<file path="config.mk">
export PLATFORM = sky130hd
export DESIGN_NAME = char_lcd_dirty_cell_refresher
export DESIGN_NICKNAME = d
export VERILOG_FILES = /design/src/hdl/clcd_pkg.sv /design/src/hdl/char_lcd_dirty_cell_refresher.sv /design/src/hdl/clcd_ctrl.sv /design/src/hdl/clcd_dp.sv
export SDC_FILE = /design/constraint.sdc
export NUM_CORES = 2
export LEC_CHECK = 0
export ABC_AREA = 1
export BUFFER_PORTS_ARGS = -buffer_cell sky130_fd_sc_hd__buf_2
export CORE_ASPECT_RATIO = 0.9
export CORE_MARGIN = 5
export CORE_UTILIZATION = 35
export CTS_BUF_LIST = sky130_fd_sc_hd__clkbuf_4 sky130_fd_sc_hd__clkbuf_8
export CTS_CLUSTER_SIZE = 16
export DETAILED_ROUTE_END_ITERATION = 8
export REMOVE_ABC_BUFFERS = 1
export SLEW_MARGIN = 20
export SYNTH_ARGS = -nofsm -noshare
export SYNTH_HDL_FRONTEND = slang
export SYNTH_SLANG_ARGS = --single-unit
</file>
<file path="constraint.sdc">
create_clock -name i_clk -period 3.5 [get_ports i_clk]
set_input_delay 1.05 -clock i_clk [delete_from_list [all_inputs] [get_ports i_clk]]
set_output_delay 1.05 -clock i_clk [all_outputs]
set_load 0.02 [all_outputs]
</file>
<file path="src/hdl/clcd_pkg.sv">
package clcd_pkg;

    // Default panel geometry.
    localparam int ROWS_DEF    = 4;
    localparam int COLUMNS_DEF = 20;

    // Field widths of the items.
    localparam int ROW_W  = 2;
    localparam int COL_W  = 5;
    localparam int CHAR_W = 8;
    localparam int REQ_W  = 2;
    localparam int BYTE_W = 8;

    // Request codes.
    localparam logic [REQ_W-1:0] REQ_WRITE = 2'd0;
    localparam logic [REQ_W-1:0] REQ_TICK  = 2'd1;
    localparam logic [REQ_W-1:0] REQ_FORCE = 2'd2;

    // Expander bit assignments and the set-cursor opcode.
    localparam logic [BYTE_W-1:0] BACKLIGHT  = 8'h08;
    localparam logic [BYTE_W-1:0] ENABLE     = 8'h04;
    localparam logic [BYTE_W-1:0] CURSOR_CMD = 8'h80;

    // Commands from the controller to the datapath.
    typedef struct packed {
        logic wr_des;     // store a desired cell from the input item
        logic clr;        // forget the shadow and home the scan
        logic start;      // begin a scan
        logic rd;         // read the cell at the scan position and advance
        logic mark;       // record the read cell as shown, prime the byte sequence
        logic load_byte;  // put the next expander byte into the output register
        logic load_idle;  // put the idle result into the output register
    } t_cmd;

    // Status from the datapath to the controller.
    typedef struct packed {
        logic dirty;      // the cell just read differs from its shadow
        logic done;       // every cell has been examined
        logic out_free;   // the output register can take a result now
        logic byte_last;  // the next byte is the twelfth of the sequence
    } t_status;

    // DDRAM address of the first column of each row.
    function automatic logic [BYTE_W-1:0] row_base(input logic [ROW_W-1:0] row);
        logic [BYTE_W-1:0] base;
        case (row)
            2'd0:    base = 8'h00;
            2'd1:    base = 8'h40;
            2'd2:    base = 8'h14;
            2'd3:    base = 8'h54;
            default: base = 8'h00;
        endcase
        return base;
    endfunction

endpackage

</file>
<file path="src/hdl/char_lcd_dirty_cell_refresher.sv">
// Character LCD refresher for an HD44780-class panel run in 4-bit mode behind
// an I/O expander. The block holds a ROWS x COLUMNS buffer of desired
// characters and a shadow of what the panel already shows. Write items store a
// desired cell (out-of-range cells are dropped). A force refresh item forgets
// the shadow and homes the scan to row 0, column 0. A tick item walks the cells
// from the scan position, wrapping around, and at the first cell that differs
// from its shadow emits twelve expander bytes: the set-cursor command with rs
// low and then the character with rs high, each as high and low nibble, each
// nibble as plain, enable-high and enable-low bytes, all with the backlight
// bit set; the last byte carries tlast. A tick that finds nothing dirty emits
// one idle item with tuser low, tdata zero and tlast high. A tick examines the
// cells one by one, each with a registered memory read and then a compare, and
// its output waits while the sink holds back. A new item is taken as soon as
// the last byte sits in the output register. Reset takes effect at once: both
// buffers read as all zero through per-cell valid bits.
module char_lcd_dirty_cell_refresher #(
    parameter int ROWS    = clcd_pkg::ROWS_DEF,
    parameter int COLUMNS = clcd_pkg::COLUMNS_DEF
) (
    input  logic        i_clk,
    input  logic        i_rst_n,
    // Request channel.
    input  logic        s_axis_tvalid,
    output logic        s_axis_tready,
    input  logic [15:0] s_axis_tdata,   // cell_row[1:0], cell_column[6:2], char_code[14:7], zero
    input  logic [1:0]  s_axis_tuser,   // req_type[1:0]
    // Expander byte channel.
    output logic        m_axis_tvalid,
    input  logic        m_axis_tready,
    output logic [7:0]  m_axis_tdata,   // expander_byte[7:0]
    output logic        m_axis_tuser,   // byte_valid[0]
    output logic        m_axis_tlast
);

    clcd_pkg::t_cmd    w_cmd;
    clcd_pkg::t_status w_status;

    // The controller sequences the scan and the byte stream; the datapath holds
    // the buffers, scan position, byte counters and the output register.
    clcd_ctrl u_ctrl (
        .i_clk      (i_clk),
        .i_rst_n    (i_rst_n),
        .i_in_valid (s_axis_tvalid),
        .i_req_type (s_axis_tuser),
        .i_status   (w_status),
        .o_in_ready (s_axis_tready),
        .o_cmd      (w_cmd)
    );

    clcd_dp #(
        .ROWS    (ROWS),
        .COLUMNS (COLUMNS)
    ) u_dp (
        .i_clk            (i_clk),
        .i_rst_n          (i_rst_n),
        .i_cmd            (w_cmd),
        .i_cell_row       (s_axis_tdata[1:0]),
        .i_cell_column    (s_axis_tdata[6:2]),
        .i_char_code      (s_axis_tdata[14:7]),
        .i_out_ready      (m_axis_tready),
        .o_status         (w_status),
        .o_out_valid      (m_axis_tvalid),
        .o_out_byte       (m_axis_tdata),
        .o_out_byte_valid (m_axis_tuser),
        .o_out_last       (m_axis_tlast)
    );

endmodule

</file>
<file path="src/hdl/clcd_ctrl.sv">
module clcd_ctrl (
    input  logic                       i_clk,
    input  logic                       i_rst_n,
    input  logic                       i_in_valid,
    input  logic [clcd_pkg::REQ_W-1:0] i_req_type,
    input  clcd_pkg::t_status          i_status,
    output logic                       o_in_ready,
    output clcd_pkg::t_cmd             o_cmd
);

    localparam logic [2:0] ST_IDLE  = 3'd0;
    localparam logic [2:0] ST_READ  = 3'd1;
    localparam logic [2:0] ST_CMP   = 3'd2;
    localparam logic [2:0] ST_EMIT  = 3'd3;
    localparam logic [2:0] ST_EMPTY = 3'd4;

    logic [2:0] r_state;
    logic [2:0] n_state;
    logic       w_accept;

    assign o_in_ready = (r_state == ST_IDLE);
    assign w_accept   = i_in_valid && o_in_ready;

    always_comb begin
        n_state = r_state;
        o_cmd   = '0;
        case (r_state)
            ST_IDLE: begin
                if (w_accept) begin
                    case (i_req_type)
                        clcd_pkg::REQ_WRITE: o_cmd.wr_des = 1'b1;
                        clcd_pkg::REQ_FORCE: o_cmd.clr = 1'b1;
                        clcd_pkg::REQ_TICK: begin
                            o_cmd.start = 1'b1;
                            n_state     = ST_READ;
                        end
                        default: n_state = ST_IDLE;
                    endcase
                end
            end
            ST_READ: begin
                o_cmd.rd = 1'b1;
                n_state  = ST_CMP;
            end
            ST_CMP: begin
                if (i_status.dirty) begin
                    o_cmd.mark = 1'b1;
                    n_state    = ST_EMIT;
                end else if (i_status.done) begin
                    n_state = ST_EMPTY;
                end else begin
                    n_state = ST_READ;
                end
            end
            ST_EMIT: begin
                if (i_status.out_free) begin
                    o_cmd.load_byte = 1'b1;
                    if (i_status.byte_last) begin
                        n_state = ST_IDLE;
                    end
                end
            end
            ST_EMPTY: begin
                if (i_status.out_free) begin
                    o_cmd.load_idle = 1'b1;
                    n_state         = ST_IDLE;
                end
            end
            default: n_state = ST_IDLE;
        endcase
    end

    always_ff @(posedge i_clk) begin
        if (!i_rst_n) begin
            r_state <= ST_IDLE;
        end else begin
            r_state <= n_state;
        end
    end

endmodule

</file>
<file path="src/hdl/clcd_dp.sv">
module clcd_dp #(
    parameter int ROWS    = clcd_pkg::ROWS_DEF,
    parameter int COLUMNS = clcd_pkg::COLUMNS_DEF
) (
    input  logic                        i_clk,
    input  logic                        i_rst_n,
    input  clcd_pkg::t_cmd              i_cmd,
    input  logic [clcd_pkg::ROW_W-1:0]  i_cell_row,
    input  logic [clcd_pkg::COL_W-1:0]  i_cell_column,
    input  logic [clcd_pkg::CHAR_W-1:0] i_char_code,
    input  logic                        i_out_ready,
    output clcd_pkg::t_status           o_status,
    output logic                        o_out_valid,
    output logic [clcd_pkg::BYTE_W-1:0] o_out_byte,
    output logic                        o_out_byte_valid,
    output logic                        o_out_last
);

    localparam int CELLS = ROWS * COLUMNS;
    localparam int IDX_W = (CELLS > 1) ? $clog2(CELLS) : 1;
    localparam int CNT_W = $clog2(CELLS + 1);

    // Character stores; an entry whose valid bit is clear reads as zero.
    logic [clcd_pkg::CHAR_W-1:0] r_des_mem [CELLS];
    logic [clcd_pkg::CHAR_W-1:0] r_shn_mem [CELLS];
    logic [CELLS-1:0]            r_des_vld;
    logic [CELLS-1:0]            r_shn_vld;

    logic [clcd_pkg::CHAR_W-1:0] r_des_q;
    logic [clcd_pkg::CHAR_W-1:0] r_shn_q;
    logic                        r_des_qv;
    logic                        r_shn_qv;

    logic [clcd_pkg::ROW_W-1:0]  r_scan_row;
    logic [clcd_pkg::COL_W-1:0]  r_scan_col;
    logic [clcd_pkg::ROW_W-1:0]  r_cur_row;
    logic [clcd_pkg::COL_W-1:0]  r_cur_col;
    logic [IDX_W-1:0]            r_cur_idx;
    logic [CNT_W-1:0]            r_count;

    logic [1:0]                  r_nib;
    logic [1:0]                  r_phase;

    logic                        r_out_valid;
    logic [clcd_pkg::BYTE_W-1:0] r_out_byte;
    logic                        r_out_byte_valid;
    logic                        r_out_last;

    logic                        w_in_range;
    logic [IDX_W-1:0]            w_wr_idx;
    logic [IDX_W-1:0]            w_scan_idx;
    logic [clcd_pkg::CHAR_W-1:0] w_des;
    logic [clcd_pkg::CHAR_W-1:0] w_shn;
    logic [clcd_pkg::BYTE_W-1:0] w_cursor;
    logic [3:0]                  w_nib_val;
    logic [clcd_pkg::BYTE_W-1:0] w_byte;
    logic                        w_byte_last;
    logic                        w_out_free;

    assign w_in_range = (int'(i_cell_row) < ROWS) && (int'(i_cell_column) < COLUMNS);
    assign w_wr_idx   = IDX_W'(int'(i_cell_row) * COLUMNS + int'(i_cell_column));
    assign w_scan_idx = IDX_W'(int'(r_scan_row) * COLUMNS + int'(r_scan_col));

    assign w_des = r_des_qv ? r_des_q : '0;
    assign w_shn = r_shn_qv ? r_shn_q : '0;

    assign w_cursor = clcd_pkg::CURSOR_CMD |
                      (clcd_pkg::BYTE_W'(r_cur_col) + clcd_pkg::row_base(r_cur_row));

    // Nibbles go out command high, command low, character high, character low.
    always_comb begin
        case (r_nib)
            2'd0:    w_nib_val = w_cursor[7:4];
            2'd1:    w_nib_val = w_cursor[3:0];
            2'd2:    w_nib_val = w_des[7:4];
            2'd3:    w_nib_val = w_des[3:0];
            default: w_nib_val = 4'd0;
        endcase
    end

    assign w_byte = {w_nib_val, 4'd0} | clcd_pkg::BACKLIGHT |
                    ((r_phase == 2'd1) ? clcd_pkg::ENABLE : '0) |
                    clcd_pkg::BYTE_W'(r_nib[1]);
    assign w_byte_last = (r_nib == 2'd3) && (r_phase == 2'd2);
    assign w_out_free  = !r_out_valid || i_out_ready;

    assign o_status.dirty     = (w_des != w_shn);
    assign o_status.done      = (r_count == CNT_W'(CELLS));
    assign o_status.out_free  = w_out_free;
    assign o_status.byte_last = w_byte_last;

    // Memory write and read ports.
    always_ff @(posedge i_clk) begin
        if (i_cmd.wr_des && w_in_range) begin
            r_des_mem[w_wr_idx] <= i_char_code;
        end
        if (i_cmd.mark) begin
            r_shn_mem[r_cur_idx] <= w_des;
        end
        if (i_cmd.rd) begin
            r_des_q   <= r_des_mem[w_scan_idx];
            r_shn_q   <= r_shn_mem[w_scan_idx];
            r_cur_idx <= w_scan_idx;
            r_cur_row <= r_scan_row;
            r_cur_col <= r_scan_col;
        end
    end

    always_ff @(posedge i_clk) begin
        if (!i_rst_n) begin
            r_des_vld  <= '0;
            r_shn_vld  <= '0;
            r_des_qv   <= 1'b0;
            r_shn_qv   <= 1'b0;
            r_scan_row <= '0;
            r_scan_col <= '0;
            r_count    <= '0;
            r_nib      <= '0;
            r_phase    <= '0;
        end else begin
            if (i_cmd.wr_des && w_in_range) begin
                r_des_vld[w_wr_idx] <= 1'b1;
            end
            if (i_cmd.clr) begin
                r_shn_vld  <= '0;
                r_scan_row <= '0;
                r_scan_col <= '0;
            end
            if (i_cmd.start) begin
                r_count <= '0;
            end
            if (i_cmd.rd) begin
                r_des_qv <= r_des_vld[w_scan_idx];
                r_shn_qv <= r_shn_vld[w_scan_idx];
                r_count  <= r_count + 1'b1;
                if (int'(r_scan_col) + 1 >= COLUMNS) begin
                    r_scan_col <= '0;
                    if (int'(r_scan_row) + 1 >= ROWS) begin
                        r_scan_row <= '0;
                    end else begin
                        r_scan_row <= r_scan_row + 1'b1;
                    end
                end else begin
                    r_scan_col <= r_scan_col + 1'b1;
                end
            end
            if (i_cmd.mark) begin
                r_shn_vld[r_cur_idx] <= 1'b1;
                r_nib                <= '0;
                r_phase              <= '0;
            end
            if (i_cmd.load_byte) begin
                if (r_phase == 2'd2) begin
                    r_phase <= '0;
                    r_nib   <= r_nib + 1'b1;
                end else begin
                    r_phase <= r_phase + 1'b1;
                end
            end
        end
    end

    // Output register.
    always_ff @(posedge i_clk) begin
        if (!i_rst_n) begin
            r_out_valid <= 1'b0;
        end else if (i_cmd.load_byte || i_cmd.load_idle) begin
            r_out_valid <= 1'b1;
        end else if (i_out_ready) begin
            r_out_valid <= 1'b0;
        end
    end

    always_ff @(posedge i_clk) begin
        if (i_cmd.load_byte) begin
            r_out_byte       <= w_byte;
            r_out_byte_valid <= 1'b1;
            r_out_last       <= w_byte_last;
        end else if (i_cmd.load_idle) begin
            r_out_byte       <= '0;
            r_out_byte_valid <= 1'b0;
            r_out_last       <= 1'b1;
        end
    end

    assign o_out_valid      = r_out_valid;
    assign o_out_byte       = r_out_byte;
    assign o_out_byte_valid = r_out_byte_valid;
    assign o_out_last       = r_out_last;

endmodule

</file>
==> Yosys cells after proc, flatten, opt, wreduce, memory -nomap -nowiden <==
Memories as Yosys holds them, arrays and structs flattened. A register that Yosys moved wholly into a read port is not among the register bits.
Cells that the tools add are included.
{ "classes": {"reduce_logical": 19, "order_cmp": 8, "n_mul": 2, "muxes": 60, "n_eq_ne": 21, "n_addsub": 10, "n_bitwise": 4} }
{ "ops": {"columns": ["op", "count"], "rows": [
  ["$mux W80", 3],
  ["$or A80 B80 Y80", 2],
  ["$ge A32 B4 Y1 const B", 1],
  ["$ge A32 B6 Y1 const B", 1],
  ["$mux W8", 4],
  ["$pmux W7 S4", 1],
  ["$mux W3", 9],
  ["$lt A7 B8 Y1 const B", 3],
  ["$mux W1", 21],
  ["$mux W2", 10],
  ["$pmux W4 S4", 1],
  ["$mux W5", 3],
  ["$pmux W3 S5", 1],
  ["$add A7 B6 Y7", 2],
  ["$bmux W1 S7", 2],
  ["$demux W1 S7", 2],
  ["$ge A7 B1 Y1 const B", 2],
  ["$mux W7", 2],
  ["$eq A2 B2 Y1 const B", 6],
  ["$mul A2 B3 Y5 const B", 2],
  ["$reduce_bool A2 Y1", 5],
  ["$eq A2 B1 Y1 const B", 4],
  ["$ne A8 B8 Y1", 1],
  ["$or A8 B1 Y8", 1],
  ["22 further kinds", 35]
]} }
{ "totals": {"input_bits": 22, "elab_cells": 143, "ram_bits": 1280, "out_inout_bits": 12, "regBits": 208, "mem_count": 2} }
{ "memory_table": {"columns": ["name", "words", "word_bits", "read_ports", "rd_clocked_by_memory_dff", "write_ports", "line", "source"], "rows": [
  ["u_dp.r_des_mem", 80, 8, 1, 1, 1, "clcd_dp.sv:24", "logic [clcd_pkg::CHAR_W-1:0] r_des_mem [CELLS];"],
  ["u_dp.r_shn_mem", 80, 8, 1, 1, 1, "clcd_dp.sv:25", "logic [clcd_pkg::CHAR_W-1:0] r_shn_mem [CELLS];"]
]} }

==> Longest topological paths before layout <==
{ "logic_depth": {"word_depth": 8, "mapped_depth": 15, "depth_no_buf": 15} }

==> Hierarchy <==
From an unflattened synthesis, not the netlist that was laid out.
{ "unflattened": {"hier_cells": 5413, "area_unflattened_um2": 61302.5} }
{ "modules_own_cells": {"columns": ["module", "cells_per_inst", "seq_area_each_um2", "instances", "area_per_inst_um2"], "rows": [
  ["clcd_dp", 5360, 43161.4, 1, 61023.5],
  ["clcd_ctrl", 53, 60.1, 1, 279.0]
]} }

==> Least setup slack after synthesis <==
OpenSTA, ideal clock, no wires.
{ "synth_path": {"path_type": "input to register", "from": "input s_axis_tdata[0]", "to": "memory u_dp.r_des_mem[0][0] in the netlist's numbering (enable)", "arrival_time_ns": 2.582, "required_ns": 3.176, "n_path_buf": 0, "path_slack_ns": 0.594, "setup_time_ns": 0.324, "path_stages": 8, "path_cell_list": "ha_1 -> fa_1 -> xor2_1 -> nor2_1 -> inv_1 -> nor2_1 -> nand2_1 -> inv_1"} }
{ "synth_between": {"elab_chain_cells": 2} }
{ "synth_lines": {"columns": ["item", "line", "source"], "rows": [
  ["start, declared", "char_lcd_dirty_cell_refresher.sv:25", "input logic [15:0] s_axis_tdata,"],
  ["$mul A2 B3 Y5", "clcd_dp.sv:61", "assign w_wr_idx = IDX_W'(int'(i_cell_row) * COLUMNS + int'(i_cell_column));"],
  ["$add A7 B6 Y7", "clcd_dp.sv:61", null],
  ["end, declared", "clcd_dp.sv:24", null]
]} }
No other way between the ends.

==> Final worst setup path <==
{ "layout_path": {"from": "register u_dp.r_scan_col[2] in the netlist's numbering", "to": "register u_dp.r_des_q[5] in the netlist's numbering, read port of u_dp.r_des_mem, data pin"} }
{ "layout_between": {"elab_chain_cells": 1} }
{ "layout_lines": {"columns": ["item", "line", "source"], "rows": [
  ["start, declared", "clcd_dp.sv:35", "logic [clcd_pkg::COL_W-1:0] r_scan_col;"],
  ["start signal, assigned", "clcd_dp.sv:144", "r_scan_col <= r_scan_col + 1'b1;"],
  ["$add A7 B6 Y7", "clcd_dp.sv:62", "assign w_scan_idx = IDX_W'(int'(r_scan_row) * COLUMNS + int'(r_scan_col));"],
  ["named net u_dp.w_scan_idx[3]", "clcd_dp.sv:51", "logic [IDX_W-1:0] w_scan_idx;"],
  ["end, declared", "clcd_dp.sv:29", "logic [clcd_pkg::CHAR_W-1:0] r_des_q;"]
]} }
The timed path passes the listed nets, and every way through them passes these cells.
A chain may end at the register's enable or synchronous reset.

==> flow_summary_export.csv <==
group,metric,value,unit
timing,max_freq,0.3409,GHz
critical_path,max_stage_delay,780,ps
synthesis,synth.most_common_cell,"edfxtp_1",
placement,gp_congestion,0.8396,
critical_path,cp_cell_sequence,"ha_4, fa_4, buf_12, nand3_1, nand3_1, nand3_1, nand2_1, nand2_1, nand2_1",
grt,grt_remaining_overflow,0,
cells_and_area,fin_nets,5583,
die,pin_count,34,
critical_path,reg2reg_slack,570,ps
die,die-area,185300,sq um
synthesis,synth-adder-area-share,0.4288,%
placement,portBuffers,31,
timing,fin_tns_setup,0,ps
timing,fin_crit_sh,83.81,%
synthesis,synthTopCellsByCount,"edfxtp_1 (1,316), nand2_1 (858), nor2_1 (720), nand3_1 (525), o21ai_0 (524)",
timing,tightest_slew,1055,ps
clock_network,clock_latency,930,ps
timing,setup_ws,566.5,ps
run,cap_violations,0,
clock_network,ctsResizeCount,0,
synthesis,yosys.cell_types.count,44,
drt,drtAntennaViolNets,0,
drt,wl_per_cell,19.95,microns
synthesis,seq_area_frac_synth,69.86,%
timing,hold_ws,457.4,ps
timing,rsz0062_at_grt,"no",
synthesis,syn_inst,5493,
clock_network,cts_hold_buf,0,
placement,hpwl,93180,microns
critical_path,arrival,3720,ps
drt,vias_per_cell,5.122,
power_and_ir_drop,power,34.71,mW
cells_and_area,drive_above_1_share,11.01,%
grt,track_usage,16.98,%
synthesis,synth_top_family_by_area,"simple AND/OR/NAND/NOR gates",
synthesis,ys_warn_count,0,
timing,finalClockSkew,44.47,ps
grt,grt_start_max_net_pins,157,
power_and_ir_drop,powerDensity,497.9,nW/um^2
die,coreArea,175900,sq um
clock_network,cts_made_buffers,223,
drt,drt_iter0_markers,3993,
die,die_height,408.9,microns
synthesis,synth_area,61870,sq um
synthesis,synth_area_leader_cell,"edfxtp_1",
synthesis,synthSimpleGateAreaFrac,14.65,%
min_path,hold_path.class,"reg -> reg",
synthesis,postSynth.asyncResetShare,0,%
clock_network,htreeDepth,4,
synthesis,synth_top_flop_cell,"edfxtp_1",
clock_network,root_buffer,"clkbuf_8",
grt,grt_pass1_wl,244300,microns
cells_and_area,nFillCells,16780,
critical_path,critPathRequiredTime,4290,ps
drt,drt_wl_total,161800,microns
clock_network,cts_tree,"yes",
timing,slew_headroom,29.10,%
timing,setup_viol,0,
synthesis,yosysTopAreaCellShare,63.88,%
die,initial_utilization,35.17,%
synthesis,synth_xor_area_share,0.2103,%
placement,preCtsSetupSlack,95.96,ps
status,outcome,"complete, no violations",
cells_and_area,multi_input_area,15580,sq um
timing,finalHoldViolCount,0,
drt,drt_first_pass_iters,6,
critical_path,start_kind,"flip-flop",
timing,finalMaxSlewViolations,0,
critical_path,path_max_fanout,91,
drt,vias,41520,
synthesis,avgSynthCellArea,11.26,sq um
critical_path,critPathKind,"reg -> reg",
power_and_ir_drop,irDropWorstVdd,0.0003068,V
grt,antenna_found_initial,5,
power_and_ir_drop,p_leak,24.64,nW
synthesis,synth_edf_count,1316,
placement,dp.cells,7684,
synthesis,synth.top_cells.by_area,"edfxtp_1 (64%), dfxtp_1 (6.0%), nand2_1 (5.2%), nor2_1 (4.4%), nand3_1 (4.2%)",
critical_path,slowest_stage,"fa_4",
grt,first_global_vias,39730,
clock_network,clk_pin_slew,60,ps
cells_and_area,final_cells,8107,
drt,drc,0,
synthesis,synth_seq_cells,1501,
die,core.rowCount,146,
clock_network,cts.sinks,1501,
synthesis,synth_compound_area_share,9.823,%
clock_network,cts_buffer_depth,3,
synthesis,synth.area.mux_share,0,%
timing,fin_crit,2934,ps
cells_and_area,area_delta_synth_final,12.69,%
critical_path,critPathCaptureType,"flip-flop",
cells_and_area,ff_latch_area,43230,sq um
die,die_w,453.2,microns
clock_network,post-cts-setup-buffers,0,
## metrics by stage
stage	cell area [sq um]	utilization [%]
2_1_floorplan	60240	-
3_3_place_gp	65150	37.04
3_5_place_dp	65150	37.04
4_1_cts	69700	39.62
5_1_grt	69710	39.63
6_report	69720	39.63
## registers in the layout (all words and copies together), names as in the netlist, 5 cells and up
register / cells
u_dp.r_des_vld: 80
u_dp.r_shn_vld: 80
u_dp.r_des_q: 8
u_dp.r_shn_mem: 640
u_dp.o_out_byte: 7
u_dp.r_des_mem: 640
u_dp.r_scan_col: 5
u_dp.r_count: 7
u_dp.r_shn_q: 8
u_dp.r_cur_idx: 7
## layout make-up
cell class	count	share of cell area [%]
inverters	393	2.166
clock buffers	347	5.908
clock inverters	70	0.6192
repair buffers	165	2.678
well taps	2368	4.250
diodes	6	0.02154
flip-flops and latches	1501	62.01
multi-input cells	3257	22.35
## kinds of logic after synthesis
logic type	Yosys count
flip-flops	1501
AO/OA/AOI/OAI	1059
adder cells (fa/ha/maj)	20
AND/OR/NAND/NOR	2163
other	1
buffers and inverters	735
XOR/XNOR	14
## path summary, 6_finish.rpt
check | start | to | depth (start not counted)
max | u_dp.r_scan_col[2]$_SDFFE_PN0P_ | u_dp.r_des_q[5]$_DFFE_PP_ | 9
min | u_dp.r_des_vld[68]$_SDFFE_PN0P_ | u_dp.r_des_vld[68]$_SDFFE_PN0P_ | 2
max reg2reg | u_dp.r_scan_col[2]$_SDFFE_PN0P_ | u_dp.r_des_q[5]$_DFFE_PP_ | 9
min reg2reg | u_dp.r_des_vld[68]$_SDFFE_PN0P_ | u_dp.r_des_vld[68]$_SDFFE_PN0P_ | 2
## report_power, final
part           total, mW  switching [mW]  internal (mW)
combinational      0.870           0.673          0.197
clock               14.5            6.77           7.70
sequential          19.4          0.0117           19.4
## critical path, delay by kind of cell, from the launching register on
kind	cells	cell delay, ps
adders and majority gates	2	1000
buffers and inverters	1	460
DFF	1	410
and+or+nand+nor	6	880
## metal layers
layer	wire length (microns)	global-route usage, %	up-vias
met5	0	0	-
met4	4653	5.723	0
met3	10570	3.097	254
met2	74940	26.74	1370
met1	71600	23.71	20470
li1	-	-	19430
## cells in the final DEF, fill, tap and decap left out, types with 36 or more instances in the layout
cell type / n
inv_1: 358
edfxtp_1: 1316
clkbuf_4: 105
buf_4: 86
dfxtp_1: 183
o221ai_1: 39
nand2_1: 858
nor2_1: 719
clkinv_1: 36
nand3_1: 525
buf_12: 55
a21oi_1: 216
o211ai_1: 226
o21ai_0: 524
clkbuf_8: 242
No activity file was read; power rests on OpenSTA's default activity.
